===== src/hw/rtl/spr_pkg.sv =====
// Shared types and constants of the servo packet receiver.
package spr_pkg;

    localparam int unsigned FRAME_BUF_DEPTH = 8;
    localparam int unsigned COUNT_W         = $clog2(FRAME_BUF_DEPTH + 1);
    localparam int unsigned MAX_FRAME_LEN   = 7;
    localparam int unsigned IDX_W           = 3;
    localparam int unsigned LEN_W           = 3;
    localparam int unsigned GRP_W           = 7;
    localparam int unsigned BYTE_W          = 8;
    localparam int unsigned CODE_W          = 5;
    localparam int unsigned VALUE_W         = 29;
    localparam int unsigned Q_DEPTH         = 2;
    localparam int unsigned Q_PTR_W         = 1;
    localparam int unsigned Q_CNT_W         = 2;

    localparam logic [LEN_W-1:0]  LEN_BASE     = 3'd4;
    localparam logic [CODE_W-1:0] CODE_ABS_POS = 5'h1b;
    localparam logic [CODE_W-1:0] UNSIGNED_LO  = 5'h10;
    localparam logic [CODE_W-1:0] UNSIGNED_HI  = 5'h17;

    typedef logic [GRP_W-1:0] t_group;

    typedef struct packed {
        logic [LEN_W-1:0]                len;
        t_group [MAX_FRAME_LEN-1:0]      grp;
    } t_frame;

    typedef enum logic [1:0] {
        ST_IDLE,
        ST_WALK,
        ST_DONE
    } t_back_state;

endpackage


===== src/hw/rtl/servo_packet_receiver.sv =====
// Top level of the servo packet receiver: front end, frame queue and decoder.
//
// Usage: received serial bytes enter through a queue-like port. A byte is taken
// in the transaction where push is high and full is low. A byte with bit 7 clear
// opens a frame; bytes with bit 7 set extend it, and the second byte fixes the
// frame length at four to seven bytes. When the last byte of a frame arrives,
// one result becomes available on the output side, which also looks like a
// queue: the result sits on the ports while empty is low and leaves in the
// transaction where pop is high and empty is low.
// The result of a frame passes through the queue, the decoder's idle, walk and
// done states and the output register after its last byte is taken. Bytes are
// taken one per cycle while full is low; the decoder walks one stored byte per
// cycle and takes a new frame from the queue only after it has loaded the result
// of the last one into the output register.
// A two-entry frame queue sits between the front end and the decoder, so bytes
// keep flowing while a frame is being decoded. When the consumer stalls, the
// decoder holds its result, the queue fills, and full rises; the byte that
// would complete a frame is only taken while the queue has room.
// Reset (synchronous, active low) drops any partial frame, empties the queue
// and the output register; no clearing pass is needed.
module servo_packet_receiver (
    input  logic                              i_clk,
    input  logic                              i_rst_n,
    input  logic                              push,
    output logic                              full,
    input  logic [7:0]                        i_rx_byte,
    output logic                              empty,
    input  logic                              pop,
    output logic                              o_status,
    output logic [6:0]                        o_axis_id,
    output logic [4:0]                        o_func_code,
    output logic signed [spr_pkg::VALUE_W-1:0] o_data_value,
    output logic                              o_position_report
);

    // Frame handoff between the front end and the queue.
    logic            fq_push;
    logic            fq_full;
    spr_pkg::t_frame fq_frame;

    // Frame handoff between the queue and the decoder.
    logic            bq_pop;
    logic            bq_empty;
    spr_pkg::t_frame bq_frame;

    // The front end tracks the byte count and frame length and keeps the
    // low seven bits of each stored byte; only those bits matter downstream.
    spr_front u_front (
        .i_clk     (i_clk),
        .i_rst_n   (i_rst_n),
        .push      (push),
        .full      (full),
        .i_rx_byte (i_rx_byte),
        .i_q_full  (fq_full),
        .o_q_push  (fq_push),
        .o_q_frame (fq_frame)
    );

    // A finished frame is copied whole into the queue, so a new frame can
    // start filling the front end while the decoder is still busy.
    spr_queue u_queue (
        .i_clk   (i_clk),
        .i_rst_n (i_rst_n),
        .i_push  (fq_push),
        .i_frame (fq_frame),
        .o_full  (fq_full),
        .i_pop   (bq_pop),
        .o_empty (bq_empty),
        .o_frame (bq_frame)
    );

    // The decoder sums the checksum and assembles the value over the stored
    // groups, then loads the single-entry output register.
    spr_back u_back (
        .i_clk             (i_clk),
        .i_rst_n           (i_rst_n),
        .i_q_empty         (bq_empty),
        .i_q_frame         (bq_frame),
        .o_q_pop           (bq_pop),
        .empty             (empty),
        .pop               (pop),
        .o_status          (o_status),
        .o_axis_id         (o_axis_id),
        .o_func_code       (o_func_code),
        .o_data_value      (o_data_value),
        .o_position_report (o_position_report)
    );

endmodule


===== src/hw/rtl/spr_front.sv =====
// Front end: collects received bytes into frames and hands finished frames on.
module spr_front (
    input  logic                 i_clk,
    input  logic                 i_rst_n,
    input  logic                 push,
    output logic                 full,
    input  logic [7:0]           i_rx_byte,
    input  logic                 i_q_full,
    output logic                 o_q_push,
    output spr_pkg::t_frame      o_q_frame
);

    logic [spr_pkg::COUNT_W-1:0] r_count, n_count;
    logic [spr_pkg::LEN_W-1:0]   r_len, n_len;
    spr_pkg::t_group [spr_pkg::MAX_FRAME_LEN-1:0] r_grp, n_grp;

    logic                        accept;
    logic                        start;
    logic                        store;
    logic                        complete;
    logic [spr_pkg::COUNT_W-1:0] base_count;
    logic [spr_pkg::LEN_W-1:0]   base_len;

    assign full   = i_q_full;
    assign accept = push & ~i_q_full;
    assign start  = ~i_rx_byte[7];

    always_comb begin
        base_count = start ? '0 : r_count;
        base_len   = start ? '0 : r_len;
        store      = start || (r_count != '0 &&
                     r_count < spr_pkg::COUNT_W'(spr_pkg::FRAME_BUF_DEPTH));
        n_count    = base_count + spr_pkg::COUNT_W'(1);
        n_len      = base_len;
        // The second byte of a frame fixes its length.
        if (n_count == spr_pkg::COUNT_W'(2)) begin
            n_len = spr_pkg::LEN_BASE + {1'b0, i_rx_byte[6:5]};
        end
        n_grp = r_grp;
        if (base_count < spr_pkg::COUNT_W'(spr_pkg::MAX_FRAME_LEN)) begin
            n_grp[base_count[spr_pkg::IDX_W-1:0]] = i_rx_byte[6:0];
        end
        complete = store && n_len != '0 &&
                   n_count == spr_pkg::COUNT_W'(n_len);
    end

    always_ff @(posedge i_clk) begin
        if (!i_rst_n) begin
            r_count <= '0;
            r_len   <= '0;
        end else if (accept && store) begin
            r_count <= n_count;
            r_len   <= n_len;
        end
    end

    always_ff @(posedge i_clk) begin
        if (accept && store) begin
            r_grp <= n_grp;
        end
    end

    assign o_q_push      = accept & complete;
    assign o_q_frame.len = n_len;
    assign o_q_frame.grp = n_grp;

endmodule


===== src/hw/rtl/spr_queue.sv =====
// Two-entry frame queue between the front end and the decoder.
module spr_queue (
    input  logic            i_clk,
    input  logic            i_rst_n,
    input  logic            i_push,
    input  spr_pkg::t_frame i_frame,
    output logic            o_full,
    input  logic            i_pop,
    output logic            o_empty,
    output spr_pkg::t_frame o_frame
);

    spr_pkg::t_frame r_mem [spr_pkg::Q_DEPTH];
    logic [spr_pkg::Q_PTR_W-1:0] r_wr_ptr, r_rd_ptr;
    logic [spr_pkg::Q_CNT_W-1:0] r_cnt;
    logic do_push, do_pop;

    assign o_full  = r_cnt == spr_pkg::Q_CNT_W'(spr_pkg::Q_DEPTH);
    assign o_empty = r_cnt == '0;
    assign do_push = i_push & ~o_full;
    assign do_pop  = i_pop & ~o_empty;
    assign o_frame = r_mem[r_rd_ptr];

    always_ff @(posedge i_clk) begin
        if (!i_rst_n) begin
            r_wr_ptr <= '0;
            r_rd_ptr <= '0;
            r_cnt    <= '0;
        end else begin
            if (do_push) begin
                r_wr_ptr <= r_wr_ptr + spr_pkg::Q_PTR_W'(1);
            end
            if (do_pop) begin
                r_rd_ptr <= r_rd_ptr + spr_pkg::Q_PTR_W'(1);
            end
            if (do_push && !do_pop) begin
                r_cnt <= r_cnt + spr_pkg::Q_CNT_W'(1);
            end else if (do_pop && !do_push) begin
                r_cnt <= r_cnt - spr_pkg::Q_CNT_W'(1);
            end
        end
    end

    always_ff @(posedge i_clk) begin
        if (do_push) begin
            r_mem[r_wr_ptr] <= i_frame;
        end
    end

endmodule


===== src/hw/rtl/spr_back.sv =====
// Decoder: walks a frame one group per cycle and holds the result for the consumer.
module spr_back (
    input  logic                              i_clk,
    input  logic                              i_rst_n,
    input  logic                              i_q_empty,
    input  spr_pkg::t_frame                   i_q_frame,
    output logic                              o_q_pop,
    output logic                              empty,
    input  logic                              pop,
    output logic                              o_status,
    output logic [6:0]                        o_axis_id,
    output logic [4:0]                        o_func_code,
    output logic signed [spr_pkg::VALUE_W-1:0] o_data_value,
    output logic                              o_position_report
);

    spr_pkg::t_back_state r_state, n_state;
    spr_pkg::t_frame      r_frame;
    logic [spr_pkg::IDX_W-1:0]   r_idx;
    logic [spr_pkg::GRP_W-1:0]   r_sum;
    logic [spr_pkg::VALUE_W-1:0] r_val;
    logic                        r_err;
    logic                        r_out_valid;

    logic                         out_free;
    logic                         load_out;
    logic                         step;
    logic                         last;
    logic                         is_unsigned;
    spr_pkg::t_group              grp;
    logic [spr_pkg::CODE_W-1:0]   code;
    logic [spr_pkg::VALUE_W-1:0]  first_val;

    assign out_free    = ~r_out_valid | pop;
    assign grp         = r_frame.grp[r_idx];
    assign code        = r_frame.grp[1][spr_pkg::CODE_W-1:0];
    assign last        = r_idx == (r_frame.len - spr_pkg::LEN_W'(1));
    assign is_unsigned = code >= spr_pkg::UNSIGNED_LO && code <= spr_pkg::UNSIGNED_HI;
    assign first_val   = {{(spr_pkg::VALUE_W - spr_pkg::GRP_W){grp[6] & ~is_unsigned}}, grp};

    always_comb begin
        n_state = r_state;
        unique case (r_state)
            spr_pkg::ST_IDLE: begin
                if (!i_q_empty) begin
                    n_state = spr_pkg::ST_WALK;
                end
            end
            spr_pkg::ST_WALK: begin
                if (last) begin
                    n_state = spr_pkg::ST_DONE;
                end
            end
            spr_pkg::ST_DONE: begin
                if (out_free) begin
                    n_state = spr_pkg::ST_IDLE;
                end
            end
            default: n_state = spr_pkg::ST_IDLE;
        endcase
    end

    always_comb begin
        o_q_pop  = 1'b0;
        step     = 1'b0;
        load_out = 1'b0;
        unique case (r_state)
            spr_pkg::ST_IDLE: o_q_pop  = ~i_q_empty;
            spr_pkg::ST_WALK: step     = 1'b1;
            spr_pkg::ST_DONE: load_out = out_free;
            default: ;
        endcase
    end

    always_ff @(posedge i_clk) begin
        if (!i_rst_n) begin
            r_state     <= spr_pkg::ST_IDLE;
            r_out_valid <= 1'b0;
        end else begin
            r_state <= n_state;
            if (load_out) begin
                r_out_valid <= 1'b1;
            end else if (pop) begin
                r_out_valid <= 1'b0;
            end
        end
    end

    always_ff @(posedge i_clk) begin
        if (o_q_pop) begin
            r_frame <= i_q_frame;
            r_idx   <= '0;
            r_sum   <= '0;
        end
        if (step) begin
            r_idx <= r_idx + spr_pkg::IDX_W'(1);
            if (last) begin
                r_err <= (r_sum ^ grp) != '0;
            end else begin
                r_sum <= r_sum + grp;
                if (r_idx == spr_pkg::IDX_W'(2)) begin
                    r_val <= first_val;
                end else if (r_idx > spr_pkg::IDX_W'(2)) begin
                    r_val <= {r_val[spr_pkg::VALUE_W-spr_pkg::GRP_W-1:0], grp};
                end
            end
        end
        if (load_out) begin
            o_status          <= r_err;
            o_axis_id         <= r_err ? '0 : r_frame.grp[0];
            o_func_code       <= r_err ? '0 : code;
            o_data_value      <= r_err ? '0 : r_val;
            o_position_report <= ~r_err && code == spr_pkg::CODE_ABS_POS;
        end
    end

    assign empty = ~r_out_valid;

endmodule

===== config.mk =====
export PLATFORM = sky130hd
export DESIGN_NAME = servo_packet_receiver
export DESIGN_NICKNAME = d
export VERILOG_FILES = /design/src/hw/rtl/spr_pkg.sv /design/src/hw/rtl/servo_packet_receiver.sv /design/src/hw/rtl/spr_front.sv /design/src/hw/rtl/spr_queue.sv /design/src/hw/rtl/spr_back.sv
export SDC_FILE = /design/constraint.sdc
export NUM_CORES = 1
export LEC_CHECK = 0
export ABC_AREA = 1
export BUFFER_PORTS_ARGS = -buffer_cell sky130_fd_sc_hd__buf_2
export CORE_ASPECT_RATIO = 0.7
export CORE_MARGIN = 2
export CORE_UTILIZATION = 48
export CTS_CLUSTER_DIAMETER = 200
export DETAILED_ROUTE_END_ITERATION = 6
export PLACE_DENSITY = 0.78
export SETUP_SLACK_MARGIN = 0.1
export SLEW_MARGIN = 20
export SYNTH_ARGS = -nofsm -noshare
export SYNTH_HDL_FRONTEND = slang
export SYNTH_HIERARCHICAL = 1
export SYNTH_SLANG_ARGS = --single-unit

===== constraint.sdc =====
create_clock -name i_clk -period 5.2 [get_ports i_clk]
set_clock_uncertainty 0.05 [all_clocks]
set_input_delay 1.04 -clock i_clk [delete_from_list [all_inputs] [get_ports i_clk]]
set_output_delay 1.04 -clock i_clk [all_outputs]
set_load 0.01 [all_outputs]

==> flow_summary.json <==
{
  "clkLatencyLatePin_ns": 0.54,
  "ios": 57,
  "use_met2_pct": 26.15,
  "async_flop_share_pct": 0,
  "die_x_um": 197.5,
  "worst_r2r_path_depth": 16,
  "reg2reg_setup_slack_ns": 1.84,
  "yosys.cell_types.count": 39,
  "syn_nets": 941,
  "synthCells": 917,
  "coreArea_um2": 25750,
  "drv_slew": 0,
  "dp.cells": 1282,
  "start_kind": "input pin",
  "place.port_buffers": 56,
  "grt_overflow": 0,
  "vias": 6950,
  "ant_nets": 0,
  "status": "completed",
  "cts_tree": "built",
  "synth_most_common_cell": "edfxtp_1",
  "synth_edf_count": 281,
  "viasPerCell": 5.218,
  "hold_buffers": 0,
  "nFillCells": 2040,
  "ys_top_cells_by_area": "edfxtp_1, mux2_4, dfxtp_1",
  "yosysSeqAreaShare_pct": 70.57,
  "syn_avg_cell_area_um2": 13.72,
  "syn_to_final_growth_pct": 10.43,
  "setup_violations": 0,
  "n_antenna_cell": 0,
  "floorplan.initialDensity_pct": 48.86,
  "fin_nets": 1004,
  "synth_area_um2": 12580,
  "numCtsBuffers": 27,
  "rsz0062_at_grt": "no",
  "cts_root_buf": "clkbuf_16",
  "min_path_cells": 2,
  "wl_per_cell_um": 17.13,
  "met1_usage_pct": 23.76,
  "worstMarginPinSlew_ns": 1.029,
  "grt_pass1_vias": 6746,
  "vdd_drop_max_mv": 0.3452,
  "die_y_um": 139.5,
  "post_cts_buffers": 0,
  "min_period_ns": 3.631,
  "route.detailed.drc": 0,
  "layout-drive-gt1-share_pct": 21.58,
  "drt-initial-drc-count": 572,
  "clock_sinks": 303,
  "hold_path.class": "reg2reg",
  "cp.arrival_ns": 3.74,
  "cts.htree.levels": 1,
  "max_freq_mhz": 275.4,
  "setup-tns-final_ns": 0,
  "p_leak_nw": 5.245,
  "timing.rr.end": "u_queue/r_mem[1][12]$_DFFE_PP_",
  "synth_top_area_share_pct": 67.07,
  "hold_viol_final": 0,
  "critPathCapture": "u_queue/r_mem[1][12]$_DFFE_PP_",
  "post_cts_resized": 0,
  "first_pass_iters": 5,
  "grt_max_degree": 56,
  "clockBufferDepth": 3,
  "dp_hpwl_mm": 14.46,
  "routed_wl_mm": 22.82,
  "post-synth-top-area-cell": "edfxtp_1",
  "final_cells": 1332,
  "grt_pass1_wl_mm": 35.68,
  "grt_antenna_before_repair": 1,
  "row_count": 49,
  "grt_busiest_layer": "met2",
  "crit_fanout": 52,
  "track_usage_pct": 16.49,
  "synthFlopType": "edfxtp_1",
  "worstSetupPathType": "in2reg",
  "synth_seq_cells": 303,
  "p_per_area_nw_per_um2": 426.6,
  "use_met3_pct": 2.787,
  "clkTransAtPathRegs_ns": 0.06,
  "crit_start": "i_rx_byte[7]",
  "ys_warn_count": 6,
  "gp_congestion": 0.7889,
  "layout_worst_path_cycle_share_pct": 69.82,
  "cp-end-kind": "flip-flop",
  "yosys-top-cells-count": "edfxtp_1, nand2_1, nor2_1",
  "die_area_um2": 27540,
  "crit_required_ns": 5.31,
  "cap_violations": 0,
  "r2r-start": "u_front/r_count[0]$_SDFFE_PN0P_",
  "relSlewSlack_pct": 31.40
}
worst max-delay path, cell delays in order:
cell and delay (ns):
buf_2 0.24, nand2_1 0.18, inv_1 0.19, ha_1 0.23, inv_1 0.08, nand3_1 0.10
nand2_1 0.13, nor2_4 0.15, nand2_2 0.12, nand2_1 0.10, nand3_1 0.07, nand2_1 0.07
nand2_1 0.05, nor2_1 0.13, o21ai_2 0.13, nor2_4 0.09, buf_4 0.60
per-layer routing:
metal / up-vias / routed length (um)
met5: - / 0
met4: 0 / 529
met1: 3373 / 10710
met3: 47 / 1273
met2: 199 / 10310
li1: 3331 / -
cell families after synthesis:
| family | share of synthesized area [%] |
|---|---|
| buffers and inverters | 5.351 |
| multiplexers | 6.146 |
| XOR/XNOR | 0.4177 |
| AND/OR/NAND/NOR | 9.915 |
| AO/OA/AOI/OAI | 6.345 |
| flip-flops | 70.57 |
| adder cells (fa/ha/maj) | 1.253 |
power breakdown:
part           switching [mW]  internal [mW]  total (mW)  leakage (nW)
Clock                   0.834           1.01        1.84         0.392
Combinational           0.663          0.314       0.977          2.10
Sequential              0.105           3.00        3.11          2.75
Total                    1.60           4.32        5.93          5.24
through the flow:
step	utilization [%]	power [mW]	hold slack, ns	area, um^2	worst slack [ns]
2_1_floorplan	-	3.876	0.3744	12580	-0.03860
3_3_place_gp	50.83	4.079	0.3878	13090	1.187
3_5_place_dp	50.83	4.127	0.4005	13090	1.075
4_1_cts	53.95	5.954	0.4113	13890	1.612
5_1_grt	53.96	6.190	0.4373	13890	1.291
6_report	53.96	5.927	0.4091	13890	1.569
worst min-delay path by stage:
stage / start / end
global placement: u_back/r_sum[0]$_DFF_P_ / u_back/r_sum[0]$_DFF_P_
CTS: u_back/r_sum[0]$_DFF_P_ / u_back/r_sum[0]$_DFF_P_
global route: u_back/r_sum[2]$_DFF_P_ / u_back/r_sum[2]$_DFF_P_
floorplan: u_back/r_err$_DFFE_PP_ / u_back/o_status$_DFFE_PP_
detailed placement: u_back/r_sum[0]$_DFF_P_ / u_back/r_sum[0]$_DFF_P_
finish: u_back/r_sum[0]$_DFF_P_ / u_back/r_sum[0]$_DFF_P_
cell type report:
| type | instances | area [um^2] | share of cell area [%] |
|---|---|---|---|
| sequential | 303 | 8882 | 63.93 |
| multi-input combinational | 482 | 3065 | 22.06 |
| clock buffer | 35 | 705.7 | 5.079 |
| tap | 331 | 414.1 | 2.981 |
| inverter | 101 | 380.4 | 2.738 |
| timing repair buffer | 65 | 347.8 | 2.504 |
| clock inverter | 15 | 97.59 | 0.7025 |
cells in the final DEF (no fill, tap or decap), types with 2 or more instances in the layout:
master	Yosys	routed
clkbuf_16	0	27
inv_1	93	92
clkinv_2	0	6
o211ai_1	5	5
inv_2	8	8
a21oi_1	31	31
nor2_4	3	6
nand4_1	8	8
edfxtp_1	281	281
buf_4	2	9
o221ai_1	5	5
dfxtp_1	22	21
o21ai_0	54	54
clkbuf_1	8	8
nand2_1	113	113
mux2_2	2	2
nor2_2	3	4
nor3_4	3	4
nor2_1	112	108
mux2_4	50	50
nor3_2	2	2
clkinv_1	0	7
nand3_1	21	21
nand2_2	7	7
o21ai_1	9	9
o21ai_2	22	22
buf_2	5	56
ha_1	11	11
nand2_4	5	5
xnor2_1	5	5
state kept, by name, summed over array words and instances (netlist names), 2 cells and up, named ones only:
signal and count:
u_queue/r_mem 104, u_back/r_state 2, u_back/code 5, u_back/r_sum 7, u_back/r_val 29, u_queue/r_cnt 2, u_front/r_grp 49, u_back/r_frame 47
u_back/o_func_code 5, u_back/r_idx 3, u_front/r_len 3, u_back/o_data_value 29, u_back/o_axis_id 7, u_front/r_count 4
Note: power is estimated with default switching activity, not from simulation.
